### config.mk
export PLATFORM = sky130hd
export DESIGN_NAME = matrix_keypad_scanner_flat
export DESIGN_NICKNAME = d
export VERILOG_FILES = /design/src/rtl/core/kps_pkg.sv /design/src/rtl/core/kps_in_if.sv /design/src/rtl/core/kps_out_if.sv /design/src/rtl/core/matrix_keypad_scanner.sv /design/src/rtl/core/kps_decode.sv /design/src/rtl/core/kps_scan.sv /design/src/flat_wrapper.sv
export SDC_FILE = /design/constraint.sdc
export NUM_CORES = 1
export LEC_CHECK = 0
export ABC_AREA = 1
export BUFFER_PORTS_ARGS = -buffer_cell sky130_fd_sc_hd__buf_4
export CAP_MARGIN = 10
export CORE_MARGIN = 4
export CORE_UTILIZATION = 25
export DETAILED_ROUTE_END_ITERATION = 16
export GPL_TIMING_DRIVEN = 0
export PLACE_DENSITY = 0.47
export SLEW_MARGIN = 20
export SYNTH_ARGS = -nofsm -noshare
export SYNTH_HDL_FRONTEND = slang
export SYNTH_SLANG_ARGS = --single-unit
### constraint.sdc
create_clock -name clk -period 3.1 [get_ports clk]
set_input_delay 0.775 -clock clk [delete_from_list [all_inputs] [get_ports clk]]
set_output_delay 0.775 -clock clk [all_outputs]
set_load 0.02 [all_outputs]
### src/rtl/core/kps_pkg.sv
// shared types and constants of the 4x4 keypad scanner
package kps_pkg;

	localparam int unsigned ROWS = 4;
	localparam int unsigned COLS = 4;
	localparam int unsigned KEYS = ROWS * COLS;

	localparam logic [3:0] ALL_ROWS = 4'b1111;
	localparam logic [1:0] LAST_ROW = 2'b11;

	localparam logic [7:0] SETTLE_TICKS_RST = 8'd8;
	localparam logic AUTO_SCAN_RST = 1'b1;

	typedef enum logic [0:0] {
		CFG_SETTLE_TICKS = 1'b0,
		CFG_AUTO_SCAN    = 1'b1
	} cfg_index_t;

	typedef struct packed {
		logic [3:0]  row_drive;
		logic        scan_done;
		logic [15:0] key_mask;
	} scan_res_t;

	typedef struct packed {
		logic [3:0] key_code;
		logic       key_found;
		logic       ghost_free;
	} mask_info_t;

endpackage

### src/rtl/core/kps_in_if.sv
// input item channel: tick with scan request and column sample
interface kps_in_if;
	logic       valid;
	logic       ready;
	logic       req_type;
	logic [3:0] col_levels;

	modport source (output valid, output req_type, output col_levels, input ready);
	modport sink (input valid, input req_type, input col_levels, output ready);
endinterface

### src/rtl/core/kps_out_if.sv
// result item channel: row drive and scan report
interface kps_out_if;
	logic        valid;
	logic        ready;
	logic [3:0]  row_drive;
	logic        scan_done;
	logic [15:0] key_mask;
	logic [3:0]  key_code;
	logic        key_found;
	logic        combination_valid;
	logic [3:0]  last_key;
	logic        last_key_valid;

	modport source (
		output valid, output row_drive, output scan_done, output key_mask,
		output key_code, output key_found, output combination_valid,
		output last_key, output last_key_valid, input ready
	);
	modport sink (
		input valid, input row_drive, input scan_done, input key_mask,
		input key_code, input key_found, input combination_valid,
		input last_key, input last_key_valid, output ready
	);
endinterface

### src/rtl/core/matrix_keypad_scanner.sv
// top level of the 4x4 keypad scanner
// Each input item is one timer tick carrying a software scan request flag and
// the four raw column levels; each item yields exactly one result item with the
// row drive for that tick and, on the tick the last row is sampled, the key
// mask, first key, found and ghost-free flags. One item is taken every clock
// cycle: the scan state updates in the cycle an item is accepted and the result
// is loaded into a single output register in that cycle, and the input only
// stalls while that register is full and not being taken. A scan lasts
// 4 * (settle_ticks + 1) items, with the wait capped at the settle counter's
// maximum. Configuration is written through cfg_we, cfg_index, cfg_wdata.
module matrix_keypad_scanner #(
	parameter int unsigned SETTLE_COUNT_BITS = 8
) (
	input  logic       clk,
	input  logic       arst_n,
	input  logic       cfg_we,
	input  logic       cfg_index,
	input  logic [7:0] cfg_wdata,
	kps_in_if.sink     item_in,
	kps_out_if.source  item_out
);

	logic [7:0] settle_ticks_q;
	logic       auto_scan_q;
	logic       out_valid_q;
	logic       step;

	kps_pkg::scan_res_t  res;
	kps_pkg::mask_info_t info;
	logic [3:0]          last_key;
	logic                last_key_valid;

	assign item_in.ready = !out_valid_q || item_out.ready;
	assign step = item_in.valid && item_in.ready;

	always_ff @(posedge clk or negedge arst_n) begin
		if (!arst_n) begin
			settle_ticks_q <= kps_pkg::SETTLE_TICKS_RST;
			auto_scan_q <= kps_pkg::AUTO_SCAN_RST;
		end else if (cfg_we) begin
			unique case (kps_pkg::cfg_index_t'(cfg_index))
				kps_pkg::CFG_SETTLE_TICKS: settle_ticks_q <= cfg_wdata;
				kps_pkg::CFG_AUTO_SCAN:    auto_scan_q <= cfg_wdata[0];
				default: ;
			endcase
		end
	end

	kps_scan #(
		.SETTLE_COUNT_BITS(SETTLE_COUNT_BITS)
	) u_scan (
		.clk              (clk),
		.arst_n           (arst_n),
		.step             (step),
		.req_type         (item_in.req_type),
		.col_levels       (item_in.col_levels),
		.settle_ticks     (settle_ticks_q),
		.auto_scan_enable (auto_scan_q),
		.info             (info),
		.res              (res),
		.last_key         (last_key),
		.last_key_valid   (last_key_valid)
	);

	kps_decode u_decode (
		.key_mask (res.key_mask),
		.info     (info)
	);

	// result register
	always_ff @(posedge clk or negedge arst_n) begin
		if (!arst_n) begin
			out_valid_q <= 1'b0;
		end else if (item_in.ready) begin
			out_valid_q <= item_in.valid;
		end
	end

	always_ff @(posedge clk) begin
		if (step) begin
			item_out.row_drive <= res.row_drive;
			item_out.scan_done <= res.scan_done;
			item_out.key_mask <= res.key_mask;
			item_out.key_code <= res.scan_done ? info.key_code : 4'd0;
			item_out.key_found <= res.scan_done && info.key_found;
			item_out.combination_valid <= res.scan_done && info.ghost_free;
			item_out.last_key <= last_key;
			item_out.last_key_valid <= last_key_valid;
		end
	end

	assign item_out.valid = out_valid_q;

endmodule

### src/rtl/core/kps_decode.sv
// first pressed key and ghost-free check of a completed key mask
module kps_decode (
	input  logic [15:0]         key_mask,
	output kps_pkg::mask_info_t info
);

	always_comb begin
		logic       row_seen;
		logic       col_seen;
		logic       ghost;
		logic [3:0] kb;
		logic [3:0] jb;
		info.key_code = 4'd0;
		info.key_found = |key_mask;
		ghost = 1'b0;
		// priority pick, lowest code wins
		for (int k = int'(kps_pkg::KEYS) - 1; k >= 0; k--) begin
			if (key_mask[k]) begin
				info.key_code = 4'(k);
			end
		end
		// a key is a ghost if earlier keys cover both its row and its column
		for (int k = 0; k < int'(kps_pkg::KEYS); k++) begin
			kb = 4'(k);
			row_seen = 1'b0;
			col_seen = 1'b0;
			for (int j = 0; j < int'(kps_pkg::KEYS); j++) begin
				jb = 4'(j);
				if (j < k && key_mask[j]) begin
					if (jb[3:2] == kb[3:2]) begin
						row_seen = 1'b1;
					end
					if (jb[1:0] == kb[1:0]) begin
						col_seen = 1'b1;
					end
				end
			end
			if (key_mask[k] && row_seen && col_seen) begin
				ghost = 1'b1;
			end
		end
		info.ghost_free = !ghost;
	end

endmodule

### src/rtl/core/kps_scan.sv
// scan sequencer: row stepping, settle counter, mask capture, held key
module kps_scan #(
	parameter int unsigned SETTLE_COUNT_BITS = 8
) (
	input  logic                  clk,
	input  logic                  arst_n,
	input  logic                  step,
	input  logic                  req_type,
	input  logic [3:0]            col_levels,
	input  logic [7:0]            settle_ticks,
	input  logic                  auto_scan_enable,
	input  kps_pkg::mask_info_t   info,
	output kps_pkg::scan_res_t    res,
	output logic [3:0]            last_key,
	output logic                  last_key_valid
);

	localparam int unsigned CW = (SETTLE_COUNT_BITS > 8) ? SETTLE_COUNT_BITS : 8;
	localparam logic [CW-1:0] CNT_MAX = CW'((64'd1 << SETTLE_COUNT_BITS) - 64'd1);

	logic                         scanning_q;
	logic [1:0]                   row_q;
	logic [SETTLE_COUNT_BITS-1:0] settle_q;
	logic [15:0]                  mask_q;
	logic [3:0]                   prev_cols_q;
	logic [3:0]                   held_key_q;
	logic                         held_valid_q;

	logic [CW-1:0]  ticks_ext;
	logic [CW-1:0]  limit;
	logic           waiting;
	logic           start;
	logic [3:0]     pressed;
	logic [15:0]    mask_next;
	logic           hold_upd;

	assign ticks_ext = CW'(settle_ticks);
	assign limit = (ticks_ext > CNT_MAX) ? CNT_MAX : ticks_ext;
	assign waiting = CW'(settle_q) < limit;
	assign start = req_type || (auto_scan_enable && |(prev_cols_q & ~col_levels));
	assign pressed = ~col_levels;
	assign mask_next = mask_q | ({12'd0, pressed} << {row_q, 2'b00});

	always_comb begin
		res.row_drive = kps_pkg::ALL_ROWS;
		res.scan_done = 1'b0;
		res.key_mask = 16'd0;
		if (scanning_q) begin
			res.row_drive = 4'b0001 << row_q;
			if (!waiting && row_q == kps_pkg::LAST_ROW) begin
				res.scan_done = 1'b1;
				res.key_mask = mask_next;
			end
		end
	end

	assign hold_upd = res.scan_done && info.key_found;
	assign last_key = hold_upd ? info.key_code : held_key_q;
	assign last_key_valid = held_valid_q || hold_upd;

	always_ff @(posedge clk or negedge arst_n) begin
		if (!arst_n) begin
			scanning_q <= 1'b0;
			row_q <= 2'd0;
			settle_q <= '0;
			mask_q <= 16'd0;
			prev_cols_q <= 4'b1111;
			held_key_q <= 4'd0;
			held_valid_q <= 1'b0;
		end else if (step) begin
			held_key_q <= last_key;
			held_valid_q <= last_key_valid;
			if (!scanning_q) begin
				prev_cols_q <= col_levels;
				if (start) begin
					scanning_q <= 1'b1;
					row_q <= 2'd0;
					settle_q <= '0;
					mask_q <= 16'd0;
				end
			end else if (waiting) begin
				settle_q <= settle_q + 1'b1;
			end else begin
				mask_q <= mask_next;
				settle_q <= '0;
				row_q <= row_q + 2'd1;
				if (row_q == kps_pkg::LAST_ROW) begin
					scanning_q <= 1'b0;
				end
			end
		end
	end

endmodule

### src/flat_wrapper.sv
// flat-port wrapper written by rule: the top's interface ports become plain ports
module matrix_keypad_scanner_flat 
#(
	parameter int unsigned SETTLE_COUNT_BITS = 8
)
  (clk, arst_n, cfg_we, cfg_index, cfg_wdata, item_in_valid, item_in_req_type, item_in_col_levels, item_in_ready, item_out_valid, item_out_row_drive, item_out_scan_done, item_out_key_mask, item_out_key_code, item_out_key_found, item_out_combination_valid, item_out_last_key, item_out_last_key_valid, item_out_ready);
  kps_in_if item_in_i ();
  kps_out_if item_out_i ();
  input  logic clk;
  input  logic arst_n;
  input  logic cfg_we;
  input  logic cfg_index;
  input  logic [7:0] cfg_wdata;
  input wire logic [$bits(item_in_i.valid)-1:0] item_in_valid;
  input wire logic [$bits(item_in_i.req_type)-1:0] item_in_req_type;
  input wire logic [$bits(item_in_i.col_levels)-1:0] item_in_col_levels;
  output wire logic [$bits(item_in_i.ready)-1:0] item_in_ready;
  output wire logic [$bits(item_out_i.valid)-1:0] item_out_valid;
  output wire logic [$bits(item_out_i.row_drive)-1:0] item_out_row_drive;
  output wire logic [$bits(item_out_i.scan_done)-1:0] item_out_scan_done;
  output wire logic [$bits(item_out_i.key_mask)-1:0] item_out_key_mask;
  output wire logic [$bits(item_out_i.key_code)-1:0] item_out_key_code;
  output wire logic [$bits(item_out_i.key_found)-1:0] item_out_key_found;
  output wire logic [$bits(item_out_i.combination_valid)-1:0] item_out_combination_valid;
  output wire logic [$bits(item_out_i.last_key)-1:0] item_out_last_key;
  output wire logic [$bits(item_out_i.last_key_valid)-1:0] item_out_last_key_valid;
  input wire logic [$bits(item_out_i.ready)-1:0] item_out_ready;
  assign item_in_i.valid = item_in_valid;
  assign item_in_i.req_type = item_in_req_type;
  assign item_in_i.col_levels = item_in_col_levels;
  assign item_in_ready = item_in_i.ready;
  assign item_out_valid = item_out_i.valid;
  assign item_out_row_drive = item_out_i.row_drive;
  assign item_out_scan_done = item_out_i.scan_done;
  assign item_out_key_mask = item_out_i.key_mask;
  assign item_out_key_code = item_out_i.key_code;
  assign item_out_key_found = item_out_i.key_found;
  assign item_out_combination_valid = item_out_i.combination_valid;
  assign item_out_last_key = item_out_i.last_key;
  assign item_out_last_key_valid = item_out_i.last_key_valid;
  assign item_out_i.ready = item_out_ready;
  matrix_keypad_scanner #(.SETTLE_COUNT_BITS(SETTLE_COUNT_BITS)) u_core (.clk(clk), .arst_n(arst_n), .cfg_we(cfg_we), .cfg_index(cfg_index), .cfg_wdata(cfg_wdata), .item_in(item_in_i), .item_out(item_out_i));
endmodule
==> metrics.md <==
| Metric | Value |
|---|---|
| Status | `complete, no violations` |
| Commonest cells in the netlist | `nand2_1, inv_1, dfrtp_1` |
| Worst setup SP type | `input pin` |
| Post-route DRC | `0` |
| Fraction of power spent switching nets | `0.293` |
| Antenna-violating nets left | `0` |
| Clock-pin slew on the worst setup and hold paths | `60 ps` |
| CTS resizes | `0` |
| Synthesis-to-finish area growth | `25.2%` |
| Largest net degree at the start of global routing | `47` |
| Final net count | `499` |
| CTS Sinks | `78` |
| Max VDD drop | `0.000269 V` |
| CTS tree | `yes` |
| Skew-Pair Late Insertion Delay | `340 ps` |
| Worst-path fanout max | `10` |
| Final Hold Fails | `0` |
| Die H | `132 um` |
| Layout cell share with drive strength beyond 1 | `0.262` |
| Io pins | `53` |
| Top-count cell post-synth | `nand2_1` |
| # hold bufs at CTS | `0` |
| Final slew viol count | `0` |
| Die Area | `approximately 0.017 mm2` |
| Tightest hold margin | `between 400 and 500 ps` |
| #FFs+latches synth | `78` |
| 1st-iter DRT viols | `147` |
| Number of synthesized flops with an enable pin | `32` |
| Largest cells by area after synthesis | `dfrtp_1, edfxtp_1, nand2_1` |
| Critical Path End Type | `flip-flop` |
| CTS Buf Count | `9` |
| Mapped cell area | `~0.0038 mm2` |
| M2 GR Usage | `0.191` |
| Number of inserted diodes | `0` |
| Core ar. | `0.0151 mm2` |
| Die X | `between 100 and 150 um` |
| Maxcap violations | `0` |
| Synth warnings | `0` |
| Pwr/cell area | `roughly 650 mW/mm2` |
| Setup bufs post-CTS | `1` |
| Pin slew with the least headroom to its limit | `870 ps` |
| Vias | `2904` |
| Internal power | `around 0.0022 W` |
| Hpwl dp | `6.50 mm` |
| Skew final | `approximately 7.6 ps` |
| Post-synthesis cell count | `a little over 400` |
| Routed vias/inst | `4.39` |
| GR Overflow Total | `0` |
| # H-tree levels | `3` |
| Final Wtd Congestion | `0.764` |
| WL/cell | `between 10 and 15 um` |
| Synth top area share | `0.261` |
| Row Count | `45` |
| Pre-CTS WS | `-713 ps` |
| Syn nets | `434` |
| FFs w/ async S/R, synth | `0.590` |
| Critical path class | `in -> reg` |
| Initial antenna violation count | `0` |
| Sequential power share | `0.426` |
| Fin crit share | `0.877` |
| F_max | `0.368 GHz` |
| Worst Hold Class | `in -> async` |
| Period minus WS final | `between 2000 and 3000 ps` |
| Worst EP required | `3350 ps` |
| Top FF cell, synth | `dfrtp_1` |
| Clock Power Share | `0.367` |
| First-pass GRT wire length | `15.1 mm` |
| Arrival time worst endpoint | `2970 ps` |
| Gate power share | `0.207` |
| RSZ-0062 raised after global routing | `no` |
| Routed WL | `roughly 9 mm` |
| GRT Total Usage | `0.110` |
| Worst rel slew slack | `0.417` |
| Part of the Yosys area used for sequential elements | `0.552` |
| Post-Synthesis Mean Instance Area | `9.53 um2` |
| IO Port Bufs | `52` |
| CTS root buf | `clkbuf_16` |
| Clock buffer depth | `2` |
| Met3 Resource Use GR | `0.0336` |
| Met1 usage | `0.128` |
| Static leakage | `2.30 nW` |
| Gr busiest metal | `met2` |
| Post-synth top area cell | `dfrtp_1` |
| Final WS setup | `381 ps` |
| Final setup fails | `0` |
| Vias in the first global route | `3008` |
| P_sw | `0.000913 W` |
| Netlist cell types | `42` |
| Initial Utilization | `0.253` |
| DRT Pass-1 Iters | `4` |
-- layout make-up --
type                    count  area (um2)
clock inverters             5        81.3
plain buffers               7        37.5
multi-input cells         245        1390
repair inverters            1        5.00
clock buffers              11         243
well taps                 188         235
fillers                  1552       10300
inverters                  73         299
repair buffers             53         398
flip-flops and latches     78        2120
-- logic make-up (layout without fill, tap and decap cells) --
| kind of cell | count (synthesis) | in the layout | synth area share |
|---|---|---|---|
| compound gates | 72 | 72 | 0.110 |
| flops | 78 | 78 | 0.552 |
| simple gates | 160 | 160 | 0.209 |
| buf+inv | 80 | 150 | 0.0867 |
| fa+ha+maj | 12 | 12 | 0.0391 |
| xor+xnor | 1 | 1 | 0.00228 |
-- path summary, 6_finish.rpt --
path                                            start                           to  slack (ps)  depth (start not counted)
setup / recovery                       item_out_ready      u_core.u_scan.mask_q[6]         380                         11
hold / removal                                 arst_n        u_core.item_out.valid         450                          1
setup reg to reg             u_core.settle_ticks_q[3]  u_core.item_out.key_code[0]         390                         25
hold reg to reg            u_core.u_scan.held_valid_q   u_core.u_scan.held_valid_q         450                          2
max in group asynchronous                      arst_n    u_core.u_scan.settle_q[0]        2220                          1
min in group clk           u_core.u_scan.held_valid_q   u_core.u_scan.held_valid_q         450                          2
-- power groups by stage --
stage | sequential (W) | clock (W) | combinational (W)
2_1_floorplan | 0.00137 | 0 | 0.000407
3_3_place_gp | 0.00134 | 0 | 0.000636
3_5_place_dp | 0.00135 | 0 | 0.000651
4_1_cts | 0.00133 | 0.00118 | 0.000658
5_1_grt | 0.00135 | 0.00122 | 0.000741
6_report | 0.00133 | 0.00114 | 0.000645
-- layer usage --
metal / vias up / share of wire
met4: 0 / 0.013
met1: 1379 / 0.43
met3: 10 / 0.050
met2: 59 / 0.50
li1: 1456 / -
met5: - / 0
-- worst max-delay path, cell delays in order --
cell,delay (ps)
buf_4,110
inv_1,40
nand2_1,70
nand2_1,310
clkinvlp_4,220
nand2_1,170
inv_1,120
nand2_1,200
clkinv_1,340
clkbuf_1,360
o21ai_0,250
-- sequential cells by signal, summed over array words and instances, names as in the netlist --
signal	cells
u_core.item_out.last_key_valid	1
u_core.u_scan.held_valid_q	1
u_core.item_out.key_found	1
u_core.item_out.combination_valid	1
u_core.item_out.scan_done	1
u_core.u_scan.settle_q	8
u_core.u_scan.scanning_q	1
u_core.item_out.valid	1
u_core.u_scan.held_key_q	4
u_core.u_scan.prev_cols_q	4
u_core.item_out.row_drive	4
u_core.u_scan.mask_q	16
u_core.settle_ticks_q	8
u_core.auto_scan_q	1
u_core.u_scan.row_q	2
u_core.item_out.key_code	4
u_core.item_out.key_mask	16
u_core.item_out.last_key	4
-- per-stage QoR --
stage	util	area (um2)	setup TNS (ps)	power [W]	instances
CTS	0.317	4800	0	0.00317	661
global route	0.317	4800	0	0.00331	661
floorplan	-	3840	0	0.00178	403
finish	0.317	4800	0	0.00312	661
detailed placement	0.295	4470	-14430	0.00200	643
global placement	0.295	4470	-12700	0.00198	643
-- layout by cell type, fill, tap and decap left out, drive strengths merged --
master	instances
nand2	92
a22o	2
nor3	6
dfstp	6
bufinv	2
o31ai	6
a21oi	26
a31oi	8
nand3	14
ha	12
clkinvlp	3
o211ai	1
inv	70
or2	4
o221ai	1
a211oi	3
clkbuf	14
and3	1
nor4	1
o21a	1
nor2	37
o21ai	21
nand4	5
o22ai	3
edfxtp	32
xor2	1
clkinv	4
dfrtp	40
buf	57
No activity file was read; power rests on OpenSTA's default activity.
